<file path="config.mk">
export PLATFORM = sky130hd
export DESIGN_NAME = h264_nal_header_scanner_top_flat
export DESIGN_NICKNAME = d
export VERILOG_FILES = /design/src/hdl/nhs_pkg.sv /design/src/hdl/nhs_intf.sv /design/src/hdl/h264_nal_header_scanner_top.sv /design/src/hdl/nhs_front.sv /design/src/hdl/nhs_queue.sv /design/src/hdl/nhs_back.sv /design/src/flat_wrapper.sv
export SDC_FILE = /design/constraint.sdc
export NUM_CORES = 1
export LEC_CHECK = 0
export BUFFER_PORTS_ARGS = -buffer_cell sky130_fd_sc_hd__clkbuf_2
export CAP_MARGIN = 20
export CORE_ASPECT_RATIO = 0.75
export CORE_MARGIN = 2
export CORE_UTILIZATION = 35
export DETAILED_ROUTE_END_ITERATION = 7
export HOLD_SLACK_MARGIN = 0.08
export SLEW_MARGIN = 20
export SYNTH_ARGS = -nofsm -noshare
export SYNTH_HDL_FRONTEND = slang
export SYNTH_SLANG_ARGS = --single-unit
</file>
<file path="constraint.sdc">
create_clock -name clock -period 7 [get_ports clock]
set_input_delay 2.1 -clock clock [delete_from_list [all_inputs] [get_ports clock]]
set_output_delay 2.1 -clock clock [all_outputs]
set_load 0.01 [all_outputs]
</file>
<file path="src/hdl/nhs_pkg.sv">
// Shared constants, codes and types for the NAL header scanner.
// No dependencies; the design modules and the testbench import this package.
`timescale 1ns / 1ps

package nhs_pkg;

   // Default scan window in bytes and depth of the front-to-back queue.
   localparam int NHS_WINDOW      = 256;
   localparam int NHS_QUEUE_DEPTH = 4;

   // Bytes of history: three start-code bytes plus two header bytes.
   localparam int HIST_DEPTH       = 5;
   // Offset from a start code to its NAL header byte.
   localparam int HDR_OFFSET       = 3;
   // Scanning stops once this many checkpoints have been counted.
   localparam int CHECKPOINT_LIMIT = 4;

   // NAL unit type codes.
   localparam logic [4:0] NAL_IDR        = 5'd5;
   localparam logic [4:0] NAL_DATA_LIMIT = 5'd6;
   localparam logic [4:0] NAL_SPS        = 5'd7;
   localparam logic [4:0] NAL_PPS        = 5'd8;
   localparam logic [4:0] NAL_FU_A       = 5'd28;
   localparam logic [4:0] NAL_FU_B       = 5'd29;

   // Start-code bytes.
   localparam logic [7:0] START_ZERO = 8'h00;
   localparam logic [7:0] START_ONE  = 8'h01;

   // Classification of one examined start code.
   localparam logic [2:0] KIND_OTHER = 3'd0;
   localparam logic [2:0] KIND_DATA  = 3'd1;
   localparam logic [2:0] KIND_KEY   = 3'd2;
   localparam logic [2:0] KIND_SPS   = 3'd3;
   localparam logic [2:0] KIND_PPS   = 3'd4;

   // Control part of an event passed from the front to the back.
   typedef struct packed {
      logic       exam;
      logic       last;
      logic [2:0] kind;
   } nhs_event_type;

endpackage

</file>
<file path="src/hdl/nhs_intf.sv">
// Valid/ready channel interfaces for the byte input and the summary output.
// No dependencies.
`timescale 1ns / 1ps

interface nhs_req_if;
   logic       valid;
   logic       ready;
   logic [7:0] byte_value;
   logic       last_byte;

   modport source (output valid, output byte_value, output last_byte, input ready);
   modport sink   (input valid, input byte_value, input last_byte, output ready);
endinterface

interface nhs_rsp_if;
   logic       valid;
   logic       ready;
   logic       is_key;
   logic       has_data;
   logic       has_sps;
   logic [7:0] sps_offset;
   logic [8:0] sps_length;
   logic       has_pps;
   logic [7:0] pps_offset;
   logic [8:0] pps_length;

   modport source (output valid, output is_key, output has_data, output has_sps,
                   output sps_offset, output sps_length, output has_pps,
                   output pps_offset, output pps_length, input ready);
   modport sink   (input valid, input is_key, input has_data, input has_sps,
                   input sps_offset, input sps_length, input has_pps,
                   input pps_offset, input pps_length, output ready);
endinterface

</file>
<file path="src/hdl/h264_nal_header_scanner_top.sv">
// Top level of the H.264 NAL header scanner: front end, event queue, back end.
// Uses nhs_pkg, nhs_intf, nhs_front, nhs_queue and nhs_back.
`timescale 1ns / 1ps

// Usage:
// Bytes of one Annex B frame enter on req_chan (byte_value, last_byte) with a
// valid/ready handshake; last_byte marks the final byte of the frame. Only the
// first WINDOW bytes are scanned for 00 00 01 start codes. On the transfer of
// the last byte one summary (key/data flags, SPS and PPS offsets and lengths)
// leaves on rsp_chan; no other byte produces a result.
// Throughput is one byte per cycle while the event queue has room, also
// across frame boundaries. rsp_chan.valid rises once the last byte's event,
// written into the queue at the transfer edge, reaches the back end and the
// back end loads its result register; older queued events go first.
// The back end handles one queued event per cycle unless a frame-end event
// waits for the result register; only bytes that carry an examined start
// code or end a frame enter the queue.
// When the receiver stalls, the summary waits in the result register; the
// back end holds at the next frame end and the front end keeps taking bytes
// until the queue (QUEUE_DEPTH events) is full, then drops req_chan.ready.
// Synchronous reset clears the history, counters, queue and pending result;
// no clearing pass is needed, and the block takes bytes right after reset.

module h264_nal_header_scanner_top
   import nhs_pkg::*;
#(
   parameter int WINDOW      = NHS_WINDOW,
   parameter int QUEUE_DEPTH = NHS_QUEUE_DEPTH
) (
   input  logic        clock,
   input  logic        reset,
   nhs_req_if.sink     req_chan,
   nhs_rsp_if.source   rsp_chan
);

   localparam int IW = $clog2(WINDOW + 1);
   localparam int EW = $bits(nhs_event_type) + IW;

   logic             q_ready;
   logic             ev_valid;
   nhs_event_type    ev_ctrl;
   logic [IW-1:0]    ev_index;
   logic             q_valid;
   logic [EW-1:0]    q_data;
   nhs_event_type    q_ctrl;
   logic [IW-1:0]    q_index;
   logic             q_pop;

   // Front end: history and classification.
   nhs_front #(
      .WINDOW (WINDOW),
      .IW     (IW)
   ) u_front (
      .clock    (clock),
      .reset    (reset),
      .req_chan (req_chan),
      .q_ready  (q_ready),
      .ev_valid (ev_valid),
      .ev_ctrl  (ev_ctrl),
      .ev_index (ev_index)
   );

   // Event queue between the two halves.
   nhs_queue #(
      .WIDTH (EW),
      .DEPTH (QUEUE_DEPTH)
   ) u_queue (
      .clock      (clock),
      .reset      (reset),
      .push       (ev_valid),
      .push_data  ({ev_ctrl, ev_index}),
      .push_ready (q_ready),
      .pop        (q_pop),
      .pop_valid  (q_valid),
      .pop_data   (q_data)
   );

   assign q_ctrl  = q_data[EW-1:IW];
   assign q_index = q_data[IW-1:0];

   // Back end: frame state and result register.
   nhs_back #(
      .WINDOW (WINDOW),
      .IW     (IW)
   ) u_back (
      .clock    (clock),
      .reset    (reset),
      .ev_valid (q_valid),
      .ev_ctrl  (q_ctrl),
      .ev_index (q_index),
      .ev_pop   (q_pop),
      .rsp_chan (rsp_chan)
   );

   // The front end never hands an event to a full queue.
   a_no_overflow : assert property (@(posedge clock) disable iff (reset)
      ev_valid |-> q_ready)
      else $error("event pushed into a full queue");

   // Every key frame also counts as holding data.
   a_key_has_data : assert property (@(posedge clock) disable iff (reset)
      (rsp_chan.valid && rsp_chan.is_key) |-> rsp_chan.has_data)
      else $error("key frame reported without data");

   // Without an SPS its offset and length read zero.
   a_sps_empty : assert property (@(posedge clock) disable iff (reset)
      (rsp_chan.valid && !rsp_chan.has_sps) |->
         (rsp_chan.sps_offset == 8'd0 && rsp_chan.sps_length == 9'd0))
      else $error("SPS record set without an SPS");

   // Without a PPS its offset and length read zero.
   a_pps_empty : assert property (@(posedge clock) disable iff (reset)
      (rsp_chan.valid && !rsp_chan.has_pps) |->
         (rsp_chan.pps_offset == 8'd0 && rsp_chan.pps_length == 9'd0))
      else $error("PPS record set without a PPS");

endmodule

</file>
<file path="src/hdl/nhs_front.sv">
// Front end: accepts frame bytes, keeps the five-byte history and the byte
// index, detects start codes and classifies NAL headers. Uses nhs_pkg, nhs_intf.
`timescale 1ns / 1ps

module nhs_front
   import nhs_pkg::*;
#(
   parameter int WINDOW = NHS_WINDOW,
   parameter int IW     = $clog2(WINDOW + 1)
) (
   input  logic             clock,
   input  logic             reset,
   nhs_req_if.sink          req_chan,
   input  logic             q_ready,
   output logic             ev_valid,
   output nhs_event_type    ev_ctrl,
   output logic [IW-1:0]    ev_index
);

   logic [7:0]    hist_ff [HIST_DEPTH];
   logic [7:0]    hist_in [HIST_DEPTH];
   logic [IW-1:0] index_ff;
   logic [IW-1:0] index_in;
   logic          accept;
   logic          start_code;
   logic          in_range;
   logic [4:0]    ftype;
   logic [4:0]    ftype_next;
   logic          fu_idr_start;
   logic [2:0]    kind;

   assign req_chan.ready = q_ready;
   assign accept         = req_chan.valid && q_ready;

   // Start code in the oldest three bytes, header bytes after it.
   assign start_code = (hist_ff[0] == START_ZERO) && (hist_ff[1] == START_ZERO) &&
                       (hist_ff[2] == START_ONE);
   assign in_range   = (index_ff >= IW'(HIST_DEPTH)) && (index_ff < IW'(WINDOW));
   assign ftype      = hist_ff[3][4:0];
   assign ftype_next = hist_ff[4][4:0];
   assign fu_idr_start = ((ftype == NAL_FU_A) || (ftype == NAL_FU_B)) &&
                         (ftype_next == NAL_IDR) && hist_ff[4][7];

   // Classify the NAL header behind the start code.
   always_comb begin
      if ((ftype == NAL_IDR) || fu_idr_start) begin
         kind = KIND_KEY;
      end else if (ftype == NAL_SPS) begin
         kind = KIND_SPS;
      end else if (ftype == NAL_PPS) begin
         kind = KIND_PPS;
      end else if (ftype < NAL_DATA_LIMIT) begin
         kind = KIND_DATA;
      end else begin
         kind = KIND_OTHER;
      end
   end

   // An event goes to the back end for every examined start code and frame end.
   assign ev_ctrl.exam = start_code && in_range;
   assign ev_ctrl.last = req_chan.last_byte;
   assign ev_ctrl.kind = kind;
   assign ev_index     = index_ff;
   assign ev_valid     = accept && (ev_ctrl.exam || req_chan.last_byte);

   // History shift and saturating byte index; both clear at frame end.
   always_comb begin
      for (int i = 0; i < HIST_DEPTH; i++) begin
         hist_in[i] = hist_ff[i];
      end
      index_in = index_ff;
      if (accept) begin
         if (req_chan.last_byte) begin
            for (int i = 0; i < HIST_DEPTH; i++) begin
               hist_in[i] = '0;
            end
            index_in = '0;
         end else begin
            for (int i = 0; i < HIST_DEPTH - 1; i++) begin
               hist_in[i] = hist_ff[i + 1];
            end
            hist_in[HIST_DEPTH - 1] = req_chan.byte_value;
            if (index_ff < IW'(WINDOW)) begin
               index_in = index_ff + IW'(1);
            end
         end
      end
   end

   always_ff @(posedge clock) begin
      if (reset) begin
         for (int i = 0; i < HIST_DEPTH; i++) begin
            hist_ff[i] <= '0;
         end
         index_ff <= '0;
      end else begin
         hist_ff  <= hist_in;
         index_ff <= index_in;
      end
   end

endmodule

</file>
<file path="src/hdl/nhs_queue.sv">
// Small first-in first-out queue that decouples the front and back ends.
// Uses nhs_pkg for its default depth; no other dependencies.
`timescale 1ns / 1ps

module nhs_queue
   import nhs_pkg::*;
#(
   parameter int WIDTH = 8,
   parameter int DEPTH = NHS_QUEUE_DEPTH
) (
   input  logic             clock,
   input  logic             reset,
   input  logic             push,
   input  logic [WIDTH-1:0] push_data,
   output logic             push_ready,
   input  logic             pop,
   output logic             pop_valid,
   output logic [WIDTH-1:0] pop_data
);

   localparam int PW = (DEPTH > 1) ? $clog2(DEPTH) : 1;
   localparam int CW = $clog2(DEPTH + 1);

   logic [WIDTH-1:0] mem_ff [DEPTH];
   logic [PW-1:0]    wr_ptr_ff;
   logic [PW-1:0]    wr_ptr_in;
   logic [PW-1:0]    rd_ptr_ff;
   logic [PW-1:0]    rd_ptr_in;
   logic [CW-1:0]    count_ff;
   logic [CW-1:0]    count_in;
   logic             do_push;
   logic             do_pop;

   assign push_ready = (count_ff != CW'(DEPTH));
   assign pop_valid  = (count_ff != '0);
   assign pop_data   = mem_ff[rd_ptr_ff];
   assign do_push    = push && push_ready;
   assign do_pop     = pop && pop_valid;

   // Pointer and occupancy update.
   always_comb begin
      wr_ptr_in = wr_ptr_ff;
      rd_ptr_in = rd_ptr_ff;
      count_in  = count_ff;
      if (do_push) begin
         wr_ptr_in = (wr_ptr_ff == PW'(DEPTH - 1)) ? '0 : wr_ptr_ff + PW'(1);
      end
      if (do_pop) begin
         rd_ptr_in = (rd_ptr_ff == PW'(DEPTH - 1)) ? '0 : rd_ptr_ff + PW'(1);
      end
      if (do_push && !do_pop) begin
         count_in = count_ff + CW'(1);
      end else if (do_pop && !do_push) begin
         count_in = count_ff - CW'(1);
      end
   end

   always_ff @(posedge clock) begin
      if (reset) begin
         wr_ptr_ff <= '0;
         rd_ptr_ff <= '0;
         count_ff  <= '0;
      end else begin
         wr_ptr_ff <= wr_ptr_in;
         rd_ptr_ff <= rd_ptr_in;
         count_ff  <= count_in;
      end
   end

   // Storage needs no reset.
   always_ff @(posedge clock) begin
      if (do_push) begin
         mem_ff[wr_ptr_ff] <= push_data;
      end
   end

endmodule

</file>
<file path="src/hdl/nhs_back.sv">
// Back end: applies examined start codes to the per-frame flags and records,
// counts checkpoints and holds the summary result. Uses nhs_pkg, nhs_intf.
`timescale 1ns / 1ps

module nhs_back
   import nhs_pkg::*;
#(
   parameter int WINDOW = NHS_WINDOW,
   parameter int IW     = $clog2(WINDOW + 1)
) (
   input  logic             clock,
   input  logic             reset,
   input  logic             ev_valid,
   input  nhs_event_type    ev_ctrl,
   input  logic [IW-1:0]    ev_index,
   output logic             ev_pop,
   nhs_rsp_if.source        rsp_chan
);

   localparam logic [1:0] OPEN_NONE = 2'd0;
   localparam logic [1:0] OPEN_SPS  = 2'd1;
   localparam logic [1:0] OPEN_PPS  = 2'd2;

   // Frame state.
   logic          stopped_ff, stopped_in;
   logic [2:0]    count_ff, count_in;
   logic [1:0]    open_ff, open_in;
   logic          key_ff, key_in;
   logic          data_ff, data_in;
   logic          sps_has_ff, sps_has_in;
   logic [IW-1:0] sps_off_ff, sps_off_in;
   logic [8:0]    sps_len_ff, sps_len_in;
   logic          pps_has_ff, pps_has_in;
   logic [IW-1:0] pps_off_ff, pps_off_in;
   logic [8:0]    pps_len_ff, pps_len_in;

   // Result register.
   logic          rsp_valid_ff, rsp_valid_in;
   logic          rsp_key_ff, rsp_data_ff, rsp_sps_ff, rsp_pps_ff;
   logic [7:0]    rsp_sps_off_ff, rsp_pps_off_ff;
   logic [8:0]    rsp_sps_len_ff, rsp_pps_len_ff;
   logic [8:0]    sps_len_final, pps_len_final;

   logic          out_free;
   logic          do_exam;
   logic          load_rsp;
   logic [IW-1:0] pos;
   logic [IW-1:0] span;

   // Length from an offset to an end point, zero if the end lies before it.
   function automatic logic [8:0] len_of(input logic [IW-1:0] end_pos,
                                         input logic [IW-1:0] start_pos);
      logic [IW-1:0] diff;
      diff = end_pos - start_pos;
      return (end_pos >= start_pos) ? 9'(diff) : 9'd0;
   endfunction

   assign out_free = !rsp_valid_ff || rsp_chan.ready;
   assign ev_pop   = ev_valid && (!ev_ctrl.last || out_free);
   assign do_exam  = ev_pop && ev_ctrl.exam && !stopped_ff;
   assign load_rsp = ev_pop && ev_ctrl.last;

   // Position of the start code, and the scanned extent of the frame.
   assign pos  = ev_index - IW'(HIST_DEPTH);
   assign span = (ev_index < IW'(WINDOW)) ? ev_index + IW'(1) : IW'(WINDOW);

   // Apply one examined start code.
   always_comb begin
      stopped_in = stopped_ff;
      count_in   = count_ff;
      open_in    = open_ff;
      key_in     = key_ff;
      data_in    = data_ff;
      sps_has_in = sps_has_ff;
      sps_off_in = sps_off_ff;
      sps_len_in = sps_len_ff;
      pps_has_in = pps_has_ff;
      pps_off_in = pps_off_ff;
      pps_len_in = pps_len_ff;
      if (do_exam) begin
         // A new start code closes the open parameter set record.
         if (open_ff == OPEN_SPS) begin
            sps_len_in = len_of(pos, sps_off_ff);
         end else if (open_ff == OPEN_PPS) begin
            pps_len_in = len_of(pos, pps_off_ff);
         end
         if (open_ff != OPEN_NONE) begin
            open_in  = OPEN_NONE;
            count_in = count_in + 3'd1;
         end
         case (ev_ctrl.kind)
            KIND_KEY: begin
               key_in   = 1'b1;
               count_in = count_in + 3'd1;
               if (!data_ff) begin
                  data_in  = 1'b1;
                  count_in = count_in + 3'd1;
               end
            end
            KIND_SPS: begin
               sps_has_in = 1'b1;
               sps_off_in = pos + IW'(HDR_OFFSET);
               open_in    = OPEN_SPS;
            end
            KIND_PPS: begin
               pps_has_in = 1'b1;
               pps_off_in = pos + IW'(HDR_OFFSET);
               open_in    = OPEN_PPS;
            end
            KIND_DATA: begin
               if (!data_ff) begin
                  data_in  = 1'b1;
                  count_in = count_in + 3'd1;
               end
            end
            default: begin
            end
         endcase
         if (count_in >= 3'(CHECKPOINT_LIMIT)) begin
            stopped_in = 1'b1;
         end
      end
   end

   // A record still open at frame end runs to the scanned extent.
   always_comb begin
      sps_len_final = sps_len_in;
      pps_len_final = pps_len_in;
      if (open_in == OPEN_SPS) begin
         sps_len_final = len_of(span, sps_off_in);
      end else if (open_in == OPEN_PPS) begin
         pps_len_final = len_of(span, pps_off_in);
      end
   end

   // Result valid: set on a summary, cleared when the receiver takes it.
   always_comb begin
      rsp_valid_in = rsp_valid_ff;
      if (load_rsp) begin
         rsp_valid_in = 1'b1;
      end else if (rsp_chan.ready) begin
         rsp_valid_in = 1'b0;
      end
   end

   // Control state; everything clears after the summary of a frame.
   always_ff @(posedge clock) begin
      if (reset || load_rsp) begin
         stopped_ff <= 1'b0;
         count_ff   <= '0;
         open_ff    <= OPEN_NONE;
         key_ff     <= 1'b0;
         data_ff    <= 1'b0;
         sps_has_ff <= 1'b0;
         sps_off_ff <= '0;
         sps_len_ff <= '0;
         pps_has_ff <= 1'b0;
         pps_off_ff <= '0;
         pps_len_ff <= '0;
      end else begin
         stopped_ff <= stopped_in;
         count_ff   <= count_in;
         open_ff    <= open_in;
         key_ff     <= key_in;
         data_ff    <= data_in;
         sps_has_ff <= sps_has_in;
         sps_off_ff <= sps_off_in;
         sps_len_ff <= sps_len_in;
         pps_has_ff <= pps_has_in;
         pps_off_ff <= pps_off_in;
         pps_len_ff <= pps_len_in;
      end
   end

   always_ff @(posedge clock) begin
      if (reset) begin
         rsp_valid_ff <= 1'b0;
      end else begin
         rsp_valid_ff <= rsp_valid_in;
      end
   end

   // Result payload, loaded when the frame-end event leaves the queue.
   always_ff @(posedge clock) begin
      if (load_rsp) begin
         rsp_key_ff     <= key_in;
         rsp_data_ff    <= data_in;
         rsp_sps_ff     <= sps_has_in;
         rsp_sps_off_ff <= 8'(sps_off_in);
         rsp_sps_len_ff <= sps_len_final;
         rsp_pps_ff     <= pps_has_in;
         rsp_pps_off_ff <= 8'(pps_off_in);
         rsp_pps_len_ff <= pps_len_final;
      end
   end

   assign rsp_chan.valid      = rsp_valid_ff;
   assign rsp_chan.is_key     = rsp_key_ff;
   assign rsp_chan.has_data   = rsp_data_ff;
   assign rsp_chan.has_sps    = rsp_sps_ff;
   assign rsp_chan.sps_offset = rsp_sps_off_ff;
   assign rsp_chan.sps_length = rsp_sps_len_ff;
   assign rsp_chan.has_pps    = rsp_pps_ff;
   assign rsp_chan.pps_offset = rsp_pps_off_ff;
   assign rsp_chan.pps_length = rsp_pps_len_ff;

endmodule

</file>
<file path="src/flat_wrapper.sv">
// flat-port wrapper written by rule: the top's interface ports become plain ports
module h264_nal_header_scanner_top_flat import nhs_pkg::*;
#(
   parameter int WINDOW      = NHS_WINDOW,
   parameter int QUEUE_DEPTH = NHS_QUEUE_DEPTH
)
  (clock, reset, req_chan_valid, req_chan_byte_value, req_chan_last_byte, req_chan_ready, rsp_chan_valid, rsp_chan_is_key, rsp_chan_has_data, rsp_chan_has_sps, rsp_chan_sps_offset, rsp_chan_sps_length, rsp_chan_has_pps, rsp_chan_pps_offset, rsp_chan_pps_length, rsp_chan_ready);
  nhs_req_if req_chan_i ();
  nhs_rsp_if rsp_chan_i ();
  input  logic clock;
  input  logic reset;
  input wire logic [$bits(req_chan_i.valid)-1:0] req_chan_valid;
  input wire logic [$bits(req_chan_i.byte_value)-1:0] req_chan_byte_value;
  input wire logic [$bits(req_chan_i.last_byte)-1:0] req_chan_last_byte;
  output wire logic [$bits(req_chan_i.ready)-1:0] req_chan_ready;
  output wire logic [$bits(rsp_chan_i.valid)-1:0] rsp_chan_valid;
  output wire logic [$bits(rsp_chan_i.is_key)-1:0] rsp_chan_is_key;
  output wire logic [$bits(rsp_chan_i.has_data)-1:0] rsp_chan_has_data;
  output wire logic [$bits(rsp_chan_i.has_sps)-1:0] rsp_chan_has_sps;
  output wire logic [$bits(rsp_chan_i.sps_offset)-1:0] rsp_chan_sps_offset;
  output wire logic [$bits(rsp_chan_i.sps_length)-1:0] rsp_chan_sps_length;
  output wire logic [$bits(rsp_chan_i.has_pps)-1:0] rsp_chan_has_pps;
  output wire logic [$bits(rsp_chan_i.pps_offset)-1:0] rsp_chan_pps_offset;
  output wire logic [$bits(rsp_chan_i.pps_length)-1:0] rsp_chan_pps_length;
  input wire logic [$bits(rsp_chan_i.ready)-1:0] rsp_chan_ready;
  assign req_chan_i.valid = req_chan_valid;
  assign req_chan_i.byte_value = req_chan_byte_value;
  assign req_chan_i.last_byte = req_chan_last_byte;
  assign req_chan_ready = req_chan_i.ready;
  assign rsp_chan_valid = rsp_chan_i.valid;
  assign rsp_chan_is_key = rsp_chan_i.is_key;
  assign rsp_chan_has_data = rsp_chan_i.has_data;
  assign rsp_chan_has_sps = rsp_chan_i.has_sps;
  assign rsp_chan_sps_offset = rsp_chan_i.sps_offset;
  assign rsp_chan_sps_length = rsp_chan_i.sps_length;
  assign rsp_chan_has_pps = rsp_chan_i.has_pps;
  assign rsp_chan_pps_offset = rsp_chan_i.pps_offset;
  assign rsp_chan_pps_length = rsp_chan_i.pps_length;
  assign rsp_chan_i.ready = rsp_chan_ready;
  h264_nal_header_scanner_top #(.WINDOW(WINDOW), .QUEUE_DEPTH(QUEUE_DEPTH)) u_core (.clock(clock), .reset(reset), .req_chan(req_chan_i), .rsp_chan(rsp_chan_i));
endmodule
</file>
==> results.ini <==
[global_route]
grt_pass1_wl_mm = 36.97
grt_overflow = 0
grt_max_degree = 48
grt_usage_pct = 16.11
grt_pass1_vias = 6731
antenna_found_initial = 0

[yosys]
synthTopCellsByArea = edfxtp_1 28%, dfxtp_1 21%, ha_1 6.3%
syn_nets = 1046
ys_warn_count = 0
async_reset_ff_share_pct = 0
syn-instance-count = 978
synth_cell_type_count = 67
syn_avg_cell_area_um2 = 10.19
synth.largest_area_cell = edfxtp_1
ys_ff_latch = 199
yosysTopAreaCellShare_pct = 28.32
synth_edf_count = 94
synth_flop_cell = dfxtp_1
seq_area_frac_synth_pct = 49.41
syn_area_um2 = 9967

[setup_path]
r2r_cells = 17
r2r_setup_slack_ns = 1.41
critPathArrivalTime_ns = 6.10
worstPathRequired_ns = 7.20
endpoint_kind = flip-flop
crit_fanout = 15
crit_type = in -> reg
startpoint_type = primary input
rr_endpoint = u_core.u_back.rsp_chan.sps_length[4]

[place]
dp_cells = 1392
portBuffers = 52
placed_area_um2 = 10640
dp_hpwl_mm = 16.64
place_congestion = 0.8953
pre_cts_ws_ns = 0.6448

[drt]
highest-signal-layer = met4
route.met2.wl_mm = 9.908
vias_per_cell = 5.137
avgRoutedWirePerCell_um = 16.46
wl_mm = 23.44
dr.pass1.iters = 5
ant_nets = 0
drc = 0
drt_iter0_markers = 559
vias = 7315
routed-wl-met3_mm = 1.351
wirelength_met1_mm = 11.88

[sta]
tns_ns = 0
skew_ns = 0.01833
rsz0062_at_grt = false
maxSlewHeadroom_pct = 32.41
finalSetupViolCount = 0
worst_slack_ns = 1.097
whs_ns = 0.4533
drv_slew = 0
period_minus_slack_ns = 5.903
fin_crit_sh_pct = 84.32
clock.fmax_mhz = 169.4
final-hold-violation-count = 0
tightest_slew_ns = 1.014

[cells_and_area]
layout_common_cells = 128 x nand2_1, 105 x dfxtp_1, 95 x a21oi_1
num_antenna_cells = 0
drive_above_1_share_pct = 12.70
syn_to_final_growth_pct = 12.82
fin_util_pct = 40.18
n_fill_cell = 2780
fin_cells = 1424
final_common_cell = nand2_1
final_area_um2 = 11240
finalNetCount = 1094

[clock_network]
ctsRootBufferMaster = clkbuf_16
cts_tree = yes
clock_sinks = 199
clk_path_buf_depth = 2
ctsHoldBuffers = 0
h-tree-depth = 4
clk_latency_ns = 0.44
cts_setup_buffers = 0
clkTransAtPathRegs_ns = 0.08
cts_buffers = 17
cts_resized = 0

[hold_path]
holdCritPathClass = reg -> reg
holdCritStartpoint = u_core.u_back.stopped_ff
worstHoldEndpoint = u_core.u_back.stopped_ff
whs_path_depth = 2

[flow_run]
drv_cap = 0

[power]
irDropWorstVdd_mv = 0.2082
p_per_area_nw_per_um2 = 468.8
power_mw = 5.271
leakage_nw = 4.218

[floorplanning]
die-height_um = 150.1
pin_count = 53
die-area_um2 = 29860
num_rows = 53
start_util_pct = 35.62
coreArea_um2 = 27980
die_w_um = 198.9

[run_status]
status = finished, final reports clean

## where the power goes
| group | switching [mW] | internal [mW] |
|---|---|---|
| logic | 1.72 | 1.03 |
| registers | 0.0984 | 1.41 |
| clock network | 0.510 | 0.497 |
## layout make-up
type,instances,area [µm²],share of cell area (%)
Inverter,53,198.9,1.769
Clock inverter,14,166.4,1.480
Clock buffer,18,439.2,3.906
Sequential cell,199,4925,43.80
Timing Repair Buffer,61,327.8,2.915
Multi-Input combinational cell,694,4706,41.85
Tap cell,385,481.7,4.284
## how the worst max path moves through the flow
stage	start	endpoint	slack (ns)
CTS	rsp_chan_ready	u_core.u_back.rsp_chan.sps_length[4]	1.13
floorplan	rsp_chan_ready	u_core.u_back.rsp_chan.pps_length[4]	1.18
finish	rsp_chan_ready	u_core.u_back.rsp_chan.sps_length[4]	1.10
detailed placement	rsp_chan_ready	u_core.u_back.rsp_chan.sps_length[4]	0.64
global route	rsp_chan_ready	u_core.u_back.rsp_chan.sps_length[4]	0.79
global placement	rsp_chan_ready	u_core.u_back.rsp_chan.sps_length[4]	0.86
## metal layers
layer  vias to the layer above  GRT usage (%)
met3                        23          3.763
met4                         0          4.366
li1                       3573              -
met1                      3497          23.72
met2                       222          23.57
met5                         -              0
## synth_stat cells, types with 3 or more instances
| library cell | number |
|---|---|
| and2_1 | 18 |
| nor3_1 | 14 |
| nand3_1 | 11 |
| nor3b_1 | 5 |
| a21boi_0 | 7 |
| mux2_2 | 4 |
| and3_1 | 11 |
| a211o_1 | 3 |
| a31o_2 | 3 |
| a31oi_1 | 3 |
| dfxtp_1 | 105 |
| nand2b_1 | 4 |
| clkbuf_1 | 26 |
| o21ai_0 | 29 |
| nor4_1 | 6 |
| a22oi_1 | 3 |
| nand4_1 | 10 |
| xor2_1 | 20 |
| fa_1 | 5 |
| or3_1 | 6 |
| a22o_1 | 7 |
| a21oi_1 | 95 |
| nor2_1 | 91 |
| nor2b_1 | 16 |
| inv_1 | 53 |
| xnor2_1 | 26 |
| o21ai_1 | 9 |
| mux4_2 | 14 |
| nand2_1 | 128 |
| o21a_1 | 9 |
| buf_2 | 3 |
| mux2i_1 | 20 |
| edfxtp_1 | 94 |
| o31a_1 | 3 |
| o31ai_1 | 5 |
| a221o_1 | 10 |
| or2_2 | 4 |
| ha_1 | 50 |
| a21o_1 | 10 |
## state kept, by name, summed over array words and instances, names as in the netlist, 2 cells and up, named ones only
register and count:
u_core.u_queue.mem_ff 56, u_core.u_back.rsp_chan.pps_offset 8, u_core.u_back.count_ff 3, u_core.u_queue.count_ff 3, u_core.u_back.pps_len_ff 9, u_core.u_queue.rd_ptr_ff 2, u_core.u_front.ftype_next 5, u_core.u_back.pps_off_ff 9
u_core.u_front.ftype 5, u_core.u_back.sps_off_ff 9, u_core.u_front.hist_ff 30, u_core.u_back.rsp_chan.sps_length 9, u_core.u_queue.wr_ptr_ff 2, u_core.u_back.rsp_chan.sps_offset 8, u_core.u_back.open_ff 2, u_core.u_front.ev_index 9
u_core.u_back.rsp_chan.pps_length 9, u_core.u_back.sps_len_ff 9
## worst max-delay path, cell delays in order
cell and delay [ns]:
clkbuf_2 0.07, nor2b_1 0.05, a21boi_2 0.29, and2_0 0.36, and3_1 0.21, buf_4 0.23
mux2i_1 0.47, ha_1 0.32, nor2b_1 0.13, o21ai_0 0.21, a21boi_0 0.15, o21ai_0 0.28
a21boi_0 0.16, o2111ai_1 0.44, a21oi_1 0.22, a221o_1 0.40
## cell families after synthesis
kind of cell | synth area share, %
fa+ha+maj | 7.482
flops | 49.41
xor+xnor | 4.369
buf+inv | 3.389
mux | 5.624
compound gates | 14.01
simple gates | 15.72
No activity file was read; power rests on OpenSTA's default activity.
